**config.mk**
```make
export PLATFORM = sky130hd
export DESIGN_NAME = hbp_packer_flat
export DESIGN_NICKNAME = d
export VERILOG_FILES = /design/src/rtl/core/hbp_pkg.sv /design/src/rtl/core/hbp_if.sv /design/src/rtl/core/hbp_packer.sv /design/src/flat_wrapper.sv
export SDC_FILE = /design/constraint.sdc
export NUM_CORES = 1
export LEC_CHECK = 0
export BUFFER_PORTS_ARGS = -buffer_cell sky130_fd_sc_hd__buf_2
export CAP_MARGIN = 10
export CORE_MARGIN = 10
export CORE_UTILIZATION = 63
export DETAILED_ROUTE_END_ITERATION = 6
export GPL_TIMING_DRIVEN = 0
export PLACE_DENSITY = 0.83
export SYNTH_ARGS = -nofsm -noshare
export SYNTH_HDL_FRONTEND = slang
export SYNTH_SLANG_ARGS = --single-unit
```
**constraint.sdc**
```tcl
create_clock -name clk -period 3.9 [get_ports clk]
set_input_delay 0.585 -clock clk [delete_from_list [all_inputs] [get_ports clk]]
set_output_delay 0.585 -clock clk [all_outputs]
set_load 0.005 [all_outputs]
```
**src/rtl/core/hbp_pkg.sv**
```systemverilog
// Shared types and constants for the Huffman table bit packer.
// No dependencies; every other file of the block refers to this package by scope.
package hbp_pkg;

    localparam int CODE_W = 32;
    localparam int LEN_W  = 6;
    localparam int SYM_W  = 9;
    localparam int BYTE_W = 8;
    localparam int BUF_W  = CODE_W + BYTE_W;  // up to 7 pending bits plus one full code
    localparam int CNT_W  = 6;                // bit count in the packing buffer, 0..39

    localparam logic [SYM_W-1:0] END_SYMBOL = 9'd256;

    typedef enum logic [1:0] {
        KIND_LOAD   = 2'd0,
        KIND_ENCODE = 2'd1,
        KIND_FINISH = 2'd2
    } kind_t;

    typedef struct packed {
        logic [LEN_W-1:0]  len;
        logic [CODE_W-1:0] code;
    } entry_t;

    // Looked-up item handed from the table stage to the packer.
    typedef struct packed {
        logic              is_encode;
        logic              is_finish;
        logic              has_code;
        logic [LEN_W-1:0]  len;
        logic [CODE_W-1:0] code;
    } item_t;

endpackage

```
**src/rtl/core/hbp_if.sv**
```systemverilog


interface hbp_out_if;
    logic                          valid;
    logic                          ready;
    logic [hbp_pkg::BYTE_W-1:0]    out_byte;
    logic                          last;
    logic                          no_code_error;

    modport source (output valid, out_byte, last, no_code_error, input ready);
    modport sink   (input valid, out_byte, last, no_code_error, output ready);
endinterface

```
**src/rtl/core/hbp_packer.sv**
```systemverilog
// Bit packing buffer, byte emission sequencing and the result output register.
// Depends on hbp_pkg and hbp_if.
module hbp_packer (
    input  logic           clk,
    input  logic           rst_n,
    input  logic           item_valid,
    input  hbp_pkg::item_t item,
    output logic           item_take,
    hbp_out_if.source      out_ch
);

    localparam int BW = hbp_pkg::BYTE_W;

    logic [hbp_pkg::BUF_W-1:0]  buf_reg, buf_next;
    logic [hbp_pkg::CNT_W-1:0]  cnt_reg, cnt_next;
    logic                       fin_reg, fin_next;
    logic                       err_reg, err_next;
    logic                       out_valid_reg, out_valid_next;
    logic [BW-1:0]              out_byte_reg;
    logic                       out_last_reg;
    logic                       out_err_reg;

    logic                       busy;
    logic                       out_free;
    logic                       emit;
    logic [BW-1:0]              emit_byte;
    logic                       emit_last;
    logic                       emit_err;
    logic [hbp_pkg::CNT_W-1:0]  rem;
    logic [hbp_pkg::LEN_W-1:0]  left_sh;
    logic [hbp_pkg::CODE_W-1:0] code_left;
    logic [hbp_pkg::BUF_W-1:0]  placed;

    assign busy      = (cnt_reg >= hbp_pkg::CNT_W'(BW)) || fin_reg || err_reg;
    assign item_take = item_valid && !busy;
    assign out_free  = !out_valid_reg || out_ch.ready;
    assign rem       = cnt_reg - hbp_pkg::CNT_W'(BW);

    // code left aligned, then placed right after the pending bits
    assign left_sh   = hbp_pkg::LEN_W'(hbp_pkg::CODE_W) - item.len;
    assign code_left = item.code << left_sh;
    assign placed    = {code_left, {BW{1'b0}}} >> cnt_reg;

    always_comb
    begin
        buf_next  = buf_reg;
        cnt_next  = cnt_reg;
        fin_next  = fin_reg;
        err_next  = err_reg;
        emit      = 1'b0;
        emit_byte = '0;
        emit_last = 1'b0;
        emit_err  = 1'b0;
        if (item_take)
        begin
            if ((item.is_encode || item.is_finish) && item.has_code)
            begin
                buf_next = buf_reg | placed;
                cnt_next = cnt_reg + item.len;
            end
            if (item.is_finish)
            begin
                fin_next = 1'b1;
            end
            if ((item.is_encode || item.is_finish) && !item.has_code)
            begin
                err_next = 1'b1;
            end
        end
        else if (out_free)
        begin
            priority if (cnt_reg >= hbp_pkg::CNT_W'(BW))
            begin
                emit      = 1'b1;
                emit_byte = buf_reg[hbp_pkg::BUF_W-1 -: BW];
                emit_last = !((rem >= hbp_pkg::CNT_W'(BW)) || (fin_reg && rem != '0) || err_reg);
                buf_next  = buf_reg << BW;
                cnt_next  = rem;
            end
            else if (fin_reg)
            begin
                // flush partial byte, zero padded
                emit      = (cnt_reg != '0);
                emit_byte = buf_reg[hbp_pkg::BUF_W-1 -: BW];
                emit_last = !err_reg;
                buf_next  = '0;
                cnt_next  = '0;
                fin_next  = 1'b0;
            end
            else if (err_reg)
            begin
                emit      = 1'b1;
                emit_err  = 1'b1;
                emit_last = 1'b1;
                err_next  = 1'b0;
            end
            else
            begin
                emit      = 1'b0;    // idle, nothing pending
            end
        end
    end

    assign out_valid_next = out_free ? emit : out_valid_reg;

    always_ff @(posedge clk or negedge rst_n)
    begin
        if (!rst_n)
        begin
            buf_reg       <= '0;
            cnt_reg       <= '0;
            fin_reg       <= 1'b0;
            err_reg       <= 1'b0;
            out_valid_reg <= 1'b0;
        end
        else
        begin
            buf_reg       <= buf_next;
            cnt_reg       <= cnt_next;
            fin_reg       <= fin_next;
            err_reg       <= err_next;
            out_valid_reg <= out_valid_next;
        end
    end

    always_ff @(posedge clk)
    begin
        if (emit && out_free)
        begin
            out_byte_reg <= emit_byte;
            out_last_reg <= emit_last;
            out_err_reg  <= emit_err;
        end
    end

    assign out_ch.valid         = out_valid_reg;
    assign out_ch.out_byte      = out_byte_reg;
    assign out_ch.last          = out_last_reg;
    assign out_ch.no_code_error = out_err_reg;

endmodule

```
**src/flat_wrapper.sv**
```systemverilog
// flat-port wrapper written by rule: the top's interface ports become plain ports
module hbp_packer_flat 
  (clk, rst_n, item_valid, item, item_take, out_ch_valid, out_ch_out_byte, out_ch_last, out_ch_no_code_error, out_ch_ready);
  hbp_out_if out_ch_i ();
  input  logic clk;
  input  logic rst_n;
  input  logic item_valid;
  input  hbp_pkg::item_t item;
  output logic item_take;
  output wire logic [$bits(out_ch_i.valid)-1:0] out_ch_valid;
  output wire logic [$bits(out_ch_i.out_byte)-1:0] out_ch_out_byte;
  output wire logic [$bits(out_ch_i.last)-1:0] out_ch_last;
  output wire logic [$bits(out_ch_i.no_code_error)-1:0] out_ch_no_code_error;
  input wire logic [$bits(out_ch_i.ready)-1:0] out_ch_ready;
  assign out_ch_valid = out_ch_i.valid;
  assign out_ch_out_byte = out_ch_i.out_byte;
  assign out_ch_last = out_ch_i.last;
  assign out_ch_no_code_error = out_ch_i.no_code_error;
  assign out_ch_i.ready = out_ch_ready;
  hbp_packer u_core (.clk(clk), .rst_n(rst_n), .item_valid(item_valid), .item(item), .item_take(item_take), .out_ch(out_ch_i));
endmodule
```
==> run summary <==
delay-heaviest family, CP = multiplexers
Cell Pwr Density = 584 mW/mm2
worst skew pair latency = 0.33 ns
Clk pin slew, worst setup/hold paths = 0.05 ns
# IOs = 57
ant diodes = 0
post-route DRC violation count = 0
Hold Slack = 0.457 ns
R2R Setup Slk = 0.11 ns
vias in the first global route = 8397
H-tree depth = 3
critical path arrival = 4.11 ns
aggregate global routing overflow = 0
fin crit share = 101%
achievable clock frequency = 0.255 GHz
CP Launch Point = item[32]
min cycle time layout = 3.93 ns
Final Hold Viols = 0
Crit. path cell count = 16
top cell type by total area after synthesis = dfrtp_1
HP Class = in -> reg
Crit path required time = 4.09 ns
Longest Clk Path Bufs = 2
Die Span Y = 128 um
Fill cells = 816
IO Port Bufs = 56
violated checks = negative setup slack
dominant cells by area after synthesis = dfrtp_1 17%, mux4_2 9.9%, mux2i_1 6.7%
Initial Util = 64.1%
Placed Area = 0.00775 mm2
Crit. End Element = flip-flop
clk root buf = clkbuf_16
hpwl dp = 23200 um
Worst setup endpoint = u_core.buf_reg[22]
overall power = 5030 uW
Vias/cell = 8.12
Placer Congestion = 1.07
fin nets = 1031
status = finished, violations left
chip width = 128 um
largest net degree at the start of global routing = 50
clock sink count = 59
Setup Viol. Count Final = 1
Syn Std Cell Area = 0.00729 mm2
final instance area = 0.00861 mm2
max reg flops = 40
Net Count, Synth = 942
die footprint = 0.0163 mm2
flops & latches, synth = 59
worst-margin pin slew = 1.15 ns
RSZ-0062 raised after global routing = true
top cell type's share of synthesized area = 16.8%
area growth from synthesis to layout = 18.1%
cell count after synthesis = 888
GRT Total Usage = 37.3%
synthesis warning total = 0
Synth cell types = 92
static leakage = 0.00343 uW
Worst path max stage delay = 0.54 ns
sequential area share after synthesis = 20.9%
vias = 9138
multi-input logic area = 0.00559 mm2
Setup CP Type = in -> reg
Sum Neg Setup Slack = -0.0257 ns
synthesized area per cell = 8.21 um2
DRT Pass-1 Iters = 6
CP Buf/Inv Count = 8
Final Max Slew Viols = 0
CTS Hold Bufs = 0
relative slew slack = 23.1%
CTS tree = yes
Startpoint Class = input pin
setup ws final = -0.0257 ns
Worst Path Max Fanout = 8
antenna viol nets, final = 0
Worst IR Drop VDD = 743 uV
WL final = 33100 um
DR WL/cell = 29.4 um
share of cells above drive strength 1 = 23.8%
Register Area = 0.00153 mm2
r2r startpoint = u_core.cnt_reg[0]
Synth async-reset ratio = 83.1%
first-pass GRT wire length = 48200 um
CP max-delay cell = mux4_2
critical path, cell by cell = buf_6, buf_12, clkinv_8, clkbuf_16, ha_4, buf_8, buf_12, mux2_4, buf_4, mux4_2, a22oi_1, a31o_2, inv_1, mux4_2, a22oi_2, a32oi_1
num rows = 39
Core Region = 0.0114 mm2
clk_skew = 0.00452 ns
antenna violations before repair = 0
worst r2r dst = u_core.buf_reg[39]
cts bufs inserted = 9
initial DRC count = 2130
Synth Flop Type = dfrtp_1
worst r2r path cells = 11
max cap viols = 0
Post-synth EDFFs = 10
## synth_stat cells, types with 5 or more instances
master / count
nor2_1: 84
nand2_1: 75
o21ai_0: 74
a21oi_1: 69
clkbuf_1: 52
dfrtp_1: 49
mux2i_1: 49
mux4_2: 32
nand3_1: 24
and2_1: 23
mux2_2: 21
a211oi_1: 19
a31oi_1: 17
inv_1: 16
o211ai_1: 15
a22oi_1: 11
buf_2: 10
edfxtp_1: 10
nand2b_1: 10
nor3_1: 10
o22ai_1: 10
a2bb2oi_1: 9
a221oi_1: 8
a32oi_1: 8
ha_1: 8
and3_1: 7
a21o_1: 6
a32o_1: 6
buf_4: 6
buf_6: 6
o31ai_1: 6
o41ai_1: 6
or2_2: 6
a21boi_0: 5
nand4_1: 5
nor3b_1: 5
o21a_1: 5
o21ai_1: 5
o221ai_1: 5
xnor2_1: 5
## worst register-to-register path: cells and delay by family, from the launching register on
kind / cells / cell delay [ns]
buffers and inverters: 5 / 1.97
AND/OR/NAND/NOR: 4 / 0.69
AO/OA/AOI/OAI: 2 / 0.64
flip-flops: 1 / 0.36
## timing repair
item,CTS,global route
buffers inserted,13,8
resized for setup,41,50
setup endpoints to repair,40,28
pin swaps,5,10
## power breakdown
| part | leakage, uW | switching, uW | internal [uW] |
|---|---|---|---|
| Clock | 0.000143 | 276 | 480 |
| Sequential | 0.000729 | 178 | 879 |
| Combinational | 0.00256 | 2110 | 1100 |
| Total | 0.00343 | 2560 | 2460 |
## through the flow
| step | util, % | setup slack (ns) | instances |
|---|---|---|---|
| after floorplan | - | 0.0314 | 888 |
| after global placement | 68.2 | -1.02 | 1087 |
| after detailed placement | 68.2 | -0.986 | 1087 |
| after CTS | 73.2 | 0.0101 | 1116 |
| after global routing | 75.7 | -0.0481 | 1125 |
| final | 75.7 | -0.0257 | 1125 |
## kinds of logic after synthesis
| group | Yosys count | share of synthesized area [%] |
|---|---|---|
| fa+ha+maj | 9 | 1.65 |
| compound gates | 340 | 32.0 |
| flops | 59 | 20.9 |
| buf+inv | 98 | 6.37 |
| mux | 105 | 20.4 |
| simple gates | 269 | 17.6 |
| xor+xnor | 8 | 1.06 |
## layer usage
| layer | vias to the layer above | track usage (%) | share of wire, % | routed length (um) |
|---|---|---|---|---|
| met3 | 210 | 18.9 | 18 | 6050 |
| met5 | - | 0 | 0 | 0 |
| li1 | 3628 | - | - | - |
| met4 | 0 | 12.1 | 4.3 | 1410 |
| met2 | 1091 | 51.2 | 41 | 13600 |
| met1 | 4209 | 49.7 | 37 | 12100 |
## worst min path at each step
| stage | from | end | slack, ns | depth (start not counted) |
|---|---|---|---|---|
| finish | item[38] | u_core.err_reg | 0.46 | 2 |
| CTS | item[38] | u_core.err_reg | 0.46 | 2 |
| floorplan | rst_n | u_core.buf_reg[0] | 0.29 | 0 |
| global placement | u_core.buf_reg[37] | u_core.buf_reg[37] | 0.46 | 2 |
| detailed placement | u_core.buf_reg[36] | u_core.buf_reg[36] | 0.47 | 2 |
| global route | u_core.buf_reg[36] | u_core.buf_reg[36] | 0.50 | 2 |
## layout make-up
type / count / area share (%)
timing repair buffer: 78 / 5.42
clock inverter: 2 / 0.116
multi-input combinational: 731 / 64.9
tap: 143 / 2.08
sequential: 59 / 17.7
inverter: 20 / 1.03
clock buffer: 14 / 3.18
buffer: 78 / 5.52
## cell usage in the layout, fill, tap and decap left out, types with 6 or more instances in the layout
cell type	netlist	routed
a211oi_1	19	16
a21o_1	6	6
a21oi_1	69	67
a221oi_1	8	7
a22oi_1	11	10
a2bb2oi_1	9	8
a31oi_1	17	15
a32o_1	6	6
a32oi_1	8	7
and2_1	23	23
and3_1	7	7
buf_12	1	6
buf_2	10	62
buf_4	6	26
clkbuf_1	52	51
clkbuf_16	0	10
dfrtp_1	49	49
edfxtp_1	10	10
ha_1	8	7
inv_1	16	15
mux2_2	21	18
mux2i_1	49	43
mux4_2	32	32
nand2_1	75	73
nand2b_1	10	10
nand3_1	24	22
nor2_1	84	83
nor3_1	10	10
o211ai_1	15	15
o21ai_0	74	67
o21ai_1	5	8
o22ai_1	10	9
o41ai_1	6	6
or2_2	6	6
No activity file was read; power rests on OpenSTA's default activity.
